<file path="config.mk">
export PLATFORM = sky130hd
export DESIGN_NAME = vna_div
export DESIGN_NICKNAME = d
export VERILOG_FILES = /design/src/rtl/vna_pkg.sv /design/src/rtl/vna_div.sv
export SDC_FILE = /design/constraint.sdc
export NUM_CORES = 1
export LEC_CHECK = 0
export ABC_AREA = 1
export ABC_CLOCK_PERIOD_IN_PS = 4150
export BUFFER_PORTS_ARGS = -buffer_cell sky130_fd_sc_hd__buf_4
export CORE_MARGIN = 2
export CORE_UTILIZATION = 28
export DETAILED_ROUTE_END_ITERATION = 8
export PLACE_DENSITY = 0.5
export SKIP_LAST_GASP = 1
export SLEW_MARGIN = 20
export SYNTH_ARGS = -nofsm -noshare
export SYNTH_HDL_FRONTEND = slang
export SYNTH_SLANG_ARGS = --single-unit
</file>
<file path="constraint.sdc">
create_clock -name i_clk -period 4.15 [get_ports i_clk]
set_clock_uncertainty 0.2 [all_clocks]
set_input_delay 0 -clock i_clk [delete_from_list [all_inputs] [get_ports i_clk]]
set_output_delay 0 -clock i_clk [all_outputs]
set_load 0.005 [all_outputs]
</file>
<file path="src/rtl/vna_pkg.sv">
// Shared types and constants for the vertex normal averager.
// Used by the divider, the square root unit and the top level; depends on nothing.
`default_nettype none

package vna_pkg;

    // Item kinds on the input channel.
    localparam logic [1:0] KIND_LOAD  = 2'd0;
    localparam logic [1:0] KIND_TRI   = 2'd1;
    localparam logic [1:0] KIND_QUERY = 2'd2;

    // Unit length in Q1.14.
    localparam logic [15:0] ONE_Q14 = 16'd16384;

    // Iterative divider and square root widths.
    localparam int DIV_NW  = 48;
    localparam int DIV_DW  = 32;
    localparam int SQRT_W  = 64;
    localparam int SQRT_RW = 32;

    typedef struct packed {
        logic              start;
        logic [DIV_NW-1:0] num;
        logic [DIV_DW-1:0] den;
    } t_div_req;

    typedef struct packed {
        logic              done;
        logic [DIV_NW-1:0] quo;
    } t_div_rsp;

    typedef struct packed {
        logic              start;
        logic [SQRT_W-1:0] rad;
    } t_sqrt_req;

    typedef struct packed {
        logic               done;
        logic [SQRT_RW-1:0] root;
    } t_sqrt_rsp;

endpackage

`default_nettype wire

</file>
<file path="src/rtl/vna_div.sv">
// Restoring unsigned divider, one quotient bit per cycle.
// Depends on vna_pkg for its widths and request and response structs.
`default_nettype none

module vna_div (
    input  wire logic              i_clk,
    input  wire logic              i_rst_n,
    input  wire vna_pkg::t_div_req i_req,
    output vna_pkg::t_div_rsp      o_rsp
);

    localparam int NW = vna_pkg::DIV_NW;
    localparam int DW = vna_pkg::DIV_DW;
    localparam int CW = $clog2(NW);

    logic          r_busy;
    logic          r_done;
    logic [CW-1:0] r_cnt;
    logic [DW-1:0] r_rem;
    logic [DW-1:0] r_den;
    logic [NW-1:0] r_quo;
    logic [DW:0]   rem_sh;
    logic [DW:0]   rem_sub;
    logic          take;

    // The quotient register starts out holding the dividend and shifts it out.
    assign rem_sh  = {r_rem, r_quo[NW-1]};
    assign rem_sub = rem_sh - {1'b0, r_den};
    assign take    = (rem_sh >= {1'b0, r_den});

    always_ff @(posedge i_clk) begin
        if (!i_rst_n) begin
            r_busy <= 1'b0;
            r_done <= 1'b0;
            r_cnt  <= '0;
        end else begin
            r_done <= 1'b0;
            if (i_req.start) begin
                r_busy <= 1'b1;
                r_cnt  <= '0;
            end else if (r_busy) begin
                if (r_cnt == CW'(NW - 1)) begin
                    r_busy <= 1'b0;
                    r_done <= 1'b1;
                end
                r_cnt <= r_cnt + 1'b1;
            end
        end
    end

    always_ff @(posedge i_clk) begin
        if (i_req.start) begin
            r_rem <= '0;
            r_den <= i_req.den;
            r_quo <= i_req.num;
        end else if (r_busy) begin
            r_rem <= take ? rem_sub[DW-1:0] : rem_sh[DW-1:0];
            r_quo <= {r_quo[NW-2:0], take};
        end
    end

    assign o_rsp = '{done: r_done, quo: r_quo};

endmodule

`default_nettype wire

</file>
==> impl_metrics.env <==
export IMPL_place_inst=1519
export IMPL_antennaDiodeCount=0
export IMPL_drt_vias_per_instance=4.36
export IMPL_tns_ns=0
export IMPL_ys_ff_latch=120
export IMPL_cts_reportedPaths_clkPinSlew_ns=0.06
export IMPL_cp_cell_sequence="inv_1 > ha_1 > nand2_2 > inv_2 > a21oi_1 > nand2_1 > nand2_1 > nand2_2 > nor2_8 > nand2_8 > nand2_1 > nand3_1 > o21ai_1"
export IMPL_finalSetupViolations=0
export IMPL_grt_overflow=0
export IMPL_cts_sinks=120
export IMPL_grt_pass1_vias=7275
export IMPL_p_leak_nw=5.35
export IMPL_cts_resized=0
export IMPL_clockBufferDepth=2
export IMPL_htreeDepth=4
export IMPL_portBuffers=131
export IMPL_crit_buf_inv=2
export IMPL_wl_um=22300
export IMPL_yosys_area_top_type="edfxtp_1"
export IMPL_timing_slew_headroom_pct=46.3
export IMPL_worstPathArrival_ns=2.93
export IMPL_clk_latency_ns=0.43
export IMPL_synth_simple_area_share_pct=35.6
export IMPL_synth_adder_area_share_pct=5.70
export IMPL_yosys_warnings=0
export IMPL_postRouteAntennaNets=0
export IMPL_synth_area_mm2=0.00759
export IMPL_drt_iter0_drc=342
export IMPL_reg2reg_depth=13
export IMPL_ys_async_sr_fraction_pct=0
export IMPL_wl_per_cell_um=13.5
export IMPL_cap_violations=0
export IMPL_yosysMostFrequentCell="nand2_1"
export IMPL_synthTopCellsByArea="edfxtp_1, nand2_1, dfxtp_1"
export IMPL_core_area_mm2=0.0268
export IMPL_yosysUniqueCellTypes=37
export IMPL_drt_pre_antenna_iters=5
export IMPL_cp_start_kind="flop"
export IMPL_rsz0062_at_grt="false"
export IMPL_cp_num_cells=13
export IMPL_fmax_mhz=360
export IMPL_antenna_found_initial=0
export IMPL_fin_nets=1412
export IMPL_synth_xor_xnor_area_share_pct=1.62
export IMPL_ir_drop_v=0.000305
export IMPL_die_area_mm2=0.0284
export IMPL_die_x_um=169
export IMPL_cts_root_buf="clkbuf_16"
export IMPL_place_congestion=0.903
export IMPL_cp_top_family="simple AND/OR/NAND/NOR gates"
export IMPL_synth_cells=1068
export IMPL_worst_setup_path_type="flop to flop"
export IMPL_fp_dieH_um=169
export IMPL_ys_seq_area_share_pct=42.2
export IMPL_grt_pass1_wl_um=36700
export IMPL_crit_fanout=34
export IMPL_io_pin_count=132
export IMPL_setup_ws_ns=1.37
export IMPL_slew_violations=0
export IMPL_p_per_area_mw_per_mm2=327
export IMPL_avgSynthCellArea_um2=7.11
export IMPL_critPathSlowestCell="nor2_8"
export IMPL_synth_flop_cell="edfxtp_1"
export IMPL_final_hold_viol_count=0
export IMPL_hpwl_um=16100
export IMPL_outcome="complete, no violations"
export IMPL_period_needed_ns=2.78
export IMPL_required_ns=4.30
export IMPL_start_util_pct=28.3
export IMPL_synth_top_cell_area_share_pct=31.7
export IMPL_worst_slew_pin_slew_ns=0.804
export IMPL_grt_total_usage_pct=16.2
export IMPL_drive_gt1_share_pct=15.0
export IMPL_synth_compound_area_share_pct=3.46
export IMPL_syn2layout_area_growth_pct=37.8
export IMPL_num_vias=7195
export IMPL_min_period_over_period_pct=67.0
export IMPL_grt_max_degree=46
export IMPL_rows=60
export IMPL_hold_path_class="input port to flop"
export IMPL_cpMostUsedCell="nand2_1"
export IMPL_stdcell_count=1649
export IMPL_synth_edf_count=80
export IMPL_synthTopCellsByCount="nand2_1, inv_1, edfxtp_1"
export IMPL_syn_nets=1185
export IMPL_place_ws_ns=1.39
export IMPL_critPathCaptureType="flop"
export IMPL_cpPeakStageDelay_ns=0.48
export IMPL_synth_top_family_by_area="simple AND/OR/NAND/NOR gates"
export IMPL_cts_tree="yes"
export IMPL_synth_mux_area_share_pct=0
export IMPL_min_path_cells=2
export IMPL_drc=0
export IMPL_numCtsBuffers=17
export IMPL_total_power_mw=3.42
## kinds of logic after synthesis
family / Yosys count
adder cells (fa/ha/maj): 34
buffers and inverters: 214
XOR/XNOR: 14
AO/OA/AOI/OAI: 49
AND/OR/NAND/NOR: 637
flip-flops: 120
## where the power goes
| part | switching (mW) | internal (mW) |
|---|---|---|
| registers | 0.0404 | 1.37 |
| clock network | 0.630 | 0.899 |
| logic | 0.241 | 0.242 |
## per-layer routing
layer	vias to the layer above	share of wire [%]	wire length, µm	GRT usage (%)
met4	0	0.84	187	3.56
met1	3248	47	10500	20.7
met3	10	6.3	1410	4.70
met2	172	46	10200	27.3
li1	3765	-	-	-
met5	-	0	0	0
## final cells by class
type,count,area [µm²]
fillers,2784,16300
multi-input cells,734,3530
flip-flops and latches,120,3200
repair buffers,235,2010
inverters,187,702
clock buffers,18,429
well taps,341,427
clock inverters,14,163
## registers in the layout, indices dropped and copies added, names as in the netlist
name,cells
r_quo,48
r_den,32
r_rem,32
r_cnt,6
r_busy,1
r_done,1
## layout by cell type (no fill, tap or decap), types with 2 or more instances in the layout
cell	n
nand2_1	459
inv_1	179
buf_4	137
dlygate4sd3_1	98
edfxtp_1	80
nand3_1	79
nor2_1	43
dfxtp_1	40
ha_1	33
a21oi_1	23
clkbuf_16	17
nand3b_1	13
xnor2_1	13
o21ai_1	10
nand4_1	8
o21ai_0	8
nor3_1	7
nand2_2	7
inv_6	6
nor2_2	5
nand3_2	5
inv_2	4
clkinv_1	4
clkinv_4	4
nor2_4	3
o21bai_1	3
and2_1	3
a31oi_1	2
o21a_1	2
bufinv_16	2
clkinvlp_4	2
## final timing paths
check / start / endpoint / slack, ns
max: r_den[23]$_DFFE_PP_ / r_rem[6]$_SDFFE_PP0P_ / 1.37
min: i_req[20] / r_den[20]$_DFFE_PP_ / 0.10
max reg2reg: r_den[23]$_DFFE_PP_ / r_rem[6]$_SDFFE_PP0P_ / 1.37
min reg2reg: r_rem[15]$_SDFFE_PP0P_ / r_rem[15]$_SDFFE_PP0P_ / 0.27
## what timing repair did
action                                  in CTS  in global routing
endpoints found under the hold margin       94                  0
hold buffers                                98                  0
endpoints found under the setup margin       0                  0
setup buffers                                0                  0
## per-stage QoR
step	area [µm²]	hold WS (ns)	utilization, %
after global routing	10500	0.0941	39.0
after CTS	10500	0.0900	39.0
after floorplan	7590	-0.101	-
after global placement	8890	-0.0205	33.2
final	10500	0.101	39.0
after detailed placement	8890	-0.0207	33.2
No activity file was read; power rests on OpenSTA's default activity.
