**src/rtl/vna_pkg.sv**
```systemverilog
// Shared types and constants for the vertex normal averager.
// Used by the divider, the square root unit and the top level; depends on nothing.
`default_nettype none

package vna_pkg;

    // Item kinds on the input channel.
    localparam logic [1:0] KIND_LOAD  = 2'd0;
    localparam logic [1:0] KIND_TRI   = 2'd1;
    localparam logic [1:0] KIND_QUERY = 2'd2;

    // Unit length in Q1.14.
    localparam logic [15:0] ONE_Q14 = 16'd16384;

    // Iterative divider and square root widths.
    localparam int DIV_NW  = 48;
    localparam int DIV_DW  = 32;
    localparam int SQRT_W  = 64;
    localparam int SQRT_RW = 32;

    typedef struct packed {
        logic              start;
        logic [DIV_NW-1:0] num;
        logic [DIV_DW-1:0] den;
    } t_div_req;

    typedef struct packed {
        logic              done;
        logic [DIV_NW-1:0] quo;
    } t_div_rsp;

    typedef struct packed {
        logic              start;
        logic [SQRT_W-1:0] rad;
    } t_sqrt_req;

    typedef struct packed {
        logic               done;
        logic [SQRT_RW-1:0] root;
    } t_sqrt_rsp;

endpackage

`default_nettype wire

```
**src/rtl/vna_sqrt.sv**
```systemverilog
// Digit-by-digit floor integer square root, one result bit per cycle.
// Depends on vna_pkg for its widths and request and response structs.
`default_nettype none

module vna_sqrt (
    input  wire logic               i_clk,
    input  wire logic               i_rst_n,
    input  wire vna_pkg::t_sqrt_req i_req,
    output vna_pkg::t_sqrt_rsp      o_rsp
);

    localparam int W  = vna_pkg::SQRT_W;
    localparam int RW = vna_pkg::SQRT_RW;
    localparam int CW = $clog2(RW);

    logic          r_busy;
    logic          r_done;
    logic [CW-1:0] r_cnt;
    logic [W-1:0]  r_rad;
    logic [RW+1:0] r_rem;
    logic [RW-1:0] r_root;
    logic [RW+3:0] rem_sh;
    logic [RW+3:0] trial;
    logic [RW+3:0] rem_dif;
    logic          take;

    // The remainder never exceeds twice the partial root.
    assign rem_sh  = {r_rem, r_rad[W-1:W-2]};
    assign trial   = {2'b00, r_root, 2'b01};
    assign rem_dif = rem_sh - trial;
    assign take    = (rem_sh >= trial);

    always_ff @(posedge i_clk) begin
        if (!i_rst_n) begin
            r_busy <= 1'b0;
            r_done <= 1'b0;
            r_cnt  <= '0;
        end else begin
            r_done <= 1'b0;
            if (i_req.start) begin
                r_busy <= 1'b1;
                r_cnt  <= '0;
            end else if (r_busy) begin
                if (r_cnt == CW'(RW - 1)) begin
                    r_busy <= 1'b0;
                    r_done <= 1'b1;
                end
                r_cnt <= r_cnt + 1'b1;
            end
        end
    end

    always_ff @(posedge i_clk) begin
        if (i_req.start) begin
            r_rad  <= i_req.rad;
            r_rem  <= '0;
            r_root <= '0;
        end else if (r_busy) begin
            r_rad  <= {r_rad[W-3:0], 2'b00};
            r_rem  <= take ? rem_dif[RW+1:0] : rem_sh[RW+1:0];
            r_root <= {r_root[RW-2:0], take};
        end
    end

    assign o_rsp = '{done: r_done, root: r_root};

endmodule

`default_nettype wire

```
**config.mk**
```make
export PLATFORM = sky130hd
export DESIGN_NAME = vna_sqrt
export DESIGN_NICKNAME = d
export VERILOG_FILES = /design/src/rtl/vna_pkg.sv /design/src/rtl/vna_sqrt.sv
export SDC_FILE = /design/constraint.sdc
export NUM_CORES = 1
export LEC_CHECK = 0
export ABC_AREA = 1
export BUFFER_PORTS_ARGS = -buffer_cell sky130_fd_sc_hd__clkbuf_2
export CORE_MARGIN = 2
export CORE_UTILIZATION = 25
export CTS_CLUSTER_SIZE = 24
export DETAILED_ROUTE_END_ITERATION = 10
export PLACE_DENSITY = 0.5
export REMOVE_ABC_BUFFERS = 1
export SLEW_MARGIN = 5
export SYNTH_ARGS = -nofsm -noshare
export SYNTH_HDL_FRONTEND = slang
export SYNTH_SLANG_ARGS = --single-unit
```
**constraint.sdc**
```tcl
create_clock -name i_clk -period 3.76 [get_ports i_clk]
set_input_delay 0.564 -clock i_clk [delete_from_list [all_inputs] [get_ports i_clk]]
set_output_delay 0.564 -clock i_clk [all_outputs]
set_load 0.03 [all_outputs]
```
==> flow_summary.ini, run 1 <==
[worst_setup_path]
path_cells = inv_1, ha_1, a21oi_1, nand2_1, a21oi_1, nand2_1, nand2_1, nand4_4, nand2_2, nand2_1, nand2_1, nand2_1
cp.required_ns = 4.08
critical_path_class = flip-flop to flip-flop
cp_num_cells = 12
startpoint_type = flip-flop
crit_path_end_kind = flip-flop
crit_buf_inv = 1
cp_top_family = simple AND/OR/NAND/NOR gates
critPathSlowestCell = nand4_4
crit_arrival_ns = 3.09
slowest_delay_ns = 0.47
cp_max_fo = 35
r2r_cells = 12
worst_path_most_repeated_cell = nand2_1

[run_status]
outcome = completed

[timing]
hold_viol = 0
slew_viol_final = 0
max_freq_mhz = 361
finalCritPeriodShare = 0.738
setup_viol = 0
skew_ns = 0.0181
tightest_slew_ns = 0.675
tns_ns = 0
rsz0062_at_grt = false
max-slew-margin-rel = 0.550
finalWorstPathRequiredPeriod_ns = 2.77
worst_slack_ns = 0.986

[clock_tree]
cts_buffers = 17
root_buffer = clkbuf_16
clkSinkCount = 137
cts.path.max_buffers = 2
clk_pin_slew_ns = 0.07
clkLatencyLatePin_ns = 0.44
post_cts_resized = 0
cts-htree-levels = 4
post_cts_buffers = 0
hold_buffers = 0
tritoncts = built

[routing]
drt_iter0_drc = 435
drc = 0
vias = 7404
wire_per_inst_um = 14.1
avgViaCountPerCell = 4.36
postRouteAntennaNets = 0
first_pass_iters = 5
drt-total-wl_um = 23900

[cells_and_area]
final_net_count = 1353
layout_commonest_cell = nand2_1
drive_above_1_share = 0.127
areaGrowthSynthToFinish_pct = 19.3
num_antenna_cells = 0
final_cell_mix = 528 x nand2_1, 140 x inv_1, 99 x clkbuf_2
fin_area_mm2 = 0.00969

[grt]
antenna_found_initial = 1
grt_max_degree = 65
grt_overflow = 0
grt_first_pass_wirelength_um = 39200
gr-usage-all-layers = 0.148
grt_pass1_vias = 7463

[power]
total_power_mw = 8.31
irDropWorstVdd_v = 0.000318
p_per_area_mw_per_mm2 = 858
leakage_nw = 4.93

[hold_path]
hold_path_class = input pin to flip-flop
hold_depth = 3

[logic_synthesis]
netlist_area_mm2 = 0.00812
synth_seq_cells = 137
yosys_warnings = 0
synth_edf_count = 64
syn_area_per_cell_um2 = 7.02
yosysTopAreaCellShare = 0.244
synth_area_leaders = nand2_1 24%, edfxtp_1 24%, dfxtp_1 18%
synth.distinct_cells = 37
async_flop_share = 0
yosys.area.top_type = nand2_1
synth_ff_type = dfxtp_1
synthCells = 1157
yosysSeqAreaShare = 0.417

[die]
rows = 65
io_pins = 100
start_util = 0.255
core_area_mm2 = 0.0318
die_x_um = 184
die_area_mm2 = 0.0339
die_y_um = 184

[placed_design]
hpwl_um = 17900
post-place-ws_ns = 0.988
port_buffers = 99
dpl_cell_area_mm2 = 0.00906
place_congestion = 0.936

[run]
drv_cap = 0
==> registers in the layout, indices dropped and copies added (netlist names) <==
| signal | flops |
|---|---|
| r_rem | 34 |
| r_busy | 1 |
| r_done | 1 |
| r_rad | 64 |
| r_cnt | 5 |
| r_root | 32 |
==> layer usage <==
metal  track usage  vias up  share of wire
met1         0.198     3343           0.48
met2         0.232      177           0.44
li1              -     3861              -
met5             0        -        0.00054
met4        0.0461        2          0.019
met3        0.0391       21          0.063
==> synth_stat cells, types with 10 or more instances <==
| cell | count |
|---|---|
| nand2_1 | 528 |
| inv_1 | 140 |
| dfxtp_1 | 73 |
| nand3_1 | 67 |
| edfxtp_1 | 64 |
| nor2_1 | 57 |
| ha_1 | 36 |
| a21oi_1 | 31 |
| o22ai_1 | 31 |
| clkbuf_1 | 25 |
| nand3b_1 | 22 |
| xnor2_1 | 14 |
| o21ai_0 | 12 |
| nand4_1 | 10 |
==> final timing paths <==
kind                                         startpoint                endpoint  slack (ns)
worst max-delay path            r_root[17]$_SDFFE_PP0P_  r_rem[26]$_SDFFE_PP0P_        0.99
worst min register to register   r_rem[32]$_SDFFE_PP0P_  r_rem[32]$_SDFFE_PP0P_        0.46
worst min-delay path                            i_rst_n       r_done$_SDFF_PP0_        0.37
worst max register to register  r_root[17]$_SDFFE_PP0P_  r_rem[26]$_SDFFE_PP0P_        0.99
==> metrics by stage <==
stage / utilization / hold WS (ns) / std cells
after floorplan: - / 0.426 / 1124
after global placement: 0.285 / 0.441 / 1666
after detailed placement: 0.285 / 0.445 / 1666
after CTS: 0.305 / 0.358 / 1698
after global routing: 0.305 / 0.371 / 1698
final: 0.305 / 0.372 / 1698
==> worst min-delay path, cell delays in order <==
cell,delay (ns)
clkbuf_2,0.10
nand2_1,0.06
nor2_1,0.04
==> logic make-up (layout without fill, tap and decap cells) <==
logic type	count (synthesis)	count (layout)	share of synthesized area
DFF	137	137	0.417
adders and majority gates	36	36	0.0555
xor gates and xnor gates	17	17	0.0183
buffers and inverters	176	282	0.0868
and+or+nand+nor	708	708	0.363
AOI/OAI and AO/OA	83	83	0.0598
==> where the power goes <==
part	internal, mW	switching (mW)	total, mW
clock network	1.02	0.807	1.83
logic	1.49	3.13	4.62
registers	1.76	0.101	1.86
total	4.27	4.04	8.31
==> layout make-up <==
class,count,area [µm²]
multi-input cells,844,4040
flip-flops and latches,137,3380
well taps,435,544
inverters,143,539
fillers,3522,22100
clock inverters,15,201
repair buffers,107,556
clock buffers,17,425
(Power assumes the default switching activity.)
==> run 2: changes to the inputs <==
PLACE_DENSITY = 0.51   (was 0.5)
clock period = 2.54 ns   (was 3.76 ns; I/O delays follow)
==> run 2 against run 1 <==
Compared with the run above:
- setup slack lost 0.77 ns
- core utilization grew 0.45 points
- critical path depth unchanged
- critical path type unchanged
- largest cell class unchanged
- highest routed layer is now met4
==> flow_summary.ini, run 2 (synthesis gave the netlist of run 1 again) <==
[worst_setup_path]
cp_max_fo = 10
r2r_start = r_root[22]$_SDFFE_PP0P_
r2r-end = r_rem[31]$_SDFFE_PP0P_
cp.required_ns = 2.87
r2r_cells = 12
crit_arrival_ns = 2.65
regToRegSetupSlack_ns = 0.22
crit_path_end_kind = flip-flop
worstSetupStartpoint = r_root[22]$_SDFFE_PP0P_
startpoint_type = flip-flop
critical_path_class = flip-flop to flip-flop

[clock_tree]
root_buffer = clkbuf_16
tritoncts = built
cts-htree-levels = 4
clkLatencyLatePin_ns = 0.43
clkSinkCount = 137
clk_pin_slew_ns = 0.07
cts_buffers = 17
hold_buffers = 0
cts.path.max_buffers = 2

[routing]
drc = 0
avgViaCountPerCell = 4.34
wire_per_inst_um = 13.8
drt_iter0_drc = 470
first_pass_iters = 5
vias = 7441
drt-total-wl_um = 23600
postRouteAntennaNets = 0

[die]
die_y_um = 184
core_area_mm2 = 0.0318
die_x_um = 184
rows = 65
die_area_mm2 = 0.0339
io_pins = 100
start_util = 0.255

[grt]
gr-usage-all-layers = 0.144
antenna_found_initial = 0
grt_pass1_vias = 7405
grt_overflow = 0
grt_max_degree = 65
grt_first_pass_wirelength_um = 38400

[timing]
setup_viol = 0
finalCritPeriodShare = 0.915
finalWorstPathRequiredPeriod_ns = 2.32
tightest_slew_ns = 0.629
max_freq_mhz = 430
hold_ws_ns = 0.183
hold_viol = 0
rsz0062_at_grt = false
max-slew-margin-rel = 0.581
worst_slack_ns = 0.216
slew_viol_final = 0
skew_ns = 0.0119

[cells_and_area]
layout_commonest_cell = nand2_1
final_cell_mix = 528 x nand2_1, 140 x inv_1, 99 x clkbuf_2
largest_reg_flops = 64
reg_top3 = r_rad (64), r_rem (34), r_root (32)
final_net_count = 1371
num_antenna_cells = 0
drive_above_1_share = 0.140
top_register = r_rad
areaGrowthSynthToFinish_pct = 21.1

[hold_path]
hold_depth = 3
hold_path_class = input pin to flip-flop
hold_end = r_done$_SDFF_PP0_
holdCritStartpoint = i_rst_n

[run_status]
outcome = completed

[placed_design]
post-place-ws_ns = 0.121
hpwl_um = 18000
place_congestion = 0.967
port_buffers = 99

[run]
drv_cap = 0

[power]
p_per_area_mw_per_mm2 = 1270
irDropWorstVdd_v = 0.000408
leakage_nw = 5.02
run 2: power by group:
group          internal, mW  switching (mW)
Clock                  1.31            1.18
Sequential             2.61           0.146
Combinational          2.54            4.74
run 2: layer usage:
metal | routed length (µm) | share of wire | vias up | track usage
met4 | 491 | 0.021 | 0 | 0.0499
met2 | 10300 | 0.44 | 172 | 0.229
met3 | 1230 | 0.052 | 34 | 0.0287
met5 | 0 | 0 | - | 0
li1 | - | - | 3892 | -
met1 | 11600 | 0.49 | 3343 | 0.196
run 2: worst max path at each step:
stage	endpoint	slack (ns)
final	r_rem[31]$_SDFFE_PP0P_	0.22
after global routing	r_rem[24]$_SDFFE_PP0P_	0.01
after CTS	r_rem[31]$_SDFFE_PP0P_	0.1
after detailed placement	r_rem[31]$_SDFFE_PP0P_	0.12
after global placement	r_rem[27]$_SDFFE_PP0P_	0.12
after floorplan	r_rad[0]$_SDFFCE_PN0P_	-1.96
run 2: stage by stage:
step	instances	TNS [ns]	cell area (µm²)	power, mW	util
CTS	1715	0	9810	12.5	0.309
finish	1716	0	9830	12.5	0.309
global placement	1683	0	9240	10.0	0.290
floorplan	1124	-186.54	7950	7.73	-
global route	1716	0	9830	13.6	0.309
detailed placement	1683	0	9240	9.99	0.290
run 2: worst max-delay path: stages (launching register included):
cell     delay, ns
dfxtp_1       0.34
inv_1         0.08
ha_1          0.40
nand2_1       0.18
nor2_2        0.19
nand2_1       0.12
nor2_2        0.14
nand4_1       0.16
nand4_4       0.21
buf_4         0.21
nand3_1       0.09
nand2_1       0.07
nand2_1       0.04
run 2: timing repair:
item | 4_1_cts | 5_1_grt
endpoints found under the setup margin | 0 | 27
resized for setup | 0 | 2
buffers inserted | 0 | 1
endpoints found under the hold margin | 0 | 0
run 2: cell type report:
class	instances	area, µm²
clock buffer	17	425
fill	3519	22000
timing repair buffer	125	741
clock inverter	15	151
tap	435	544
multi-input combinational	844	4040
inverter	143	539
sequential	137	3380
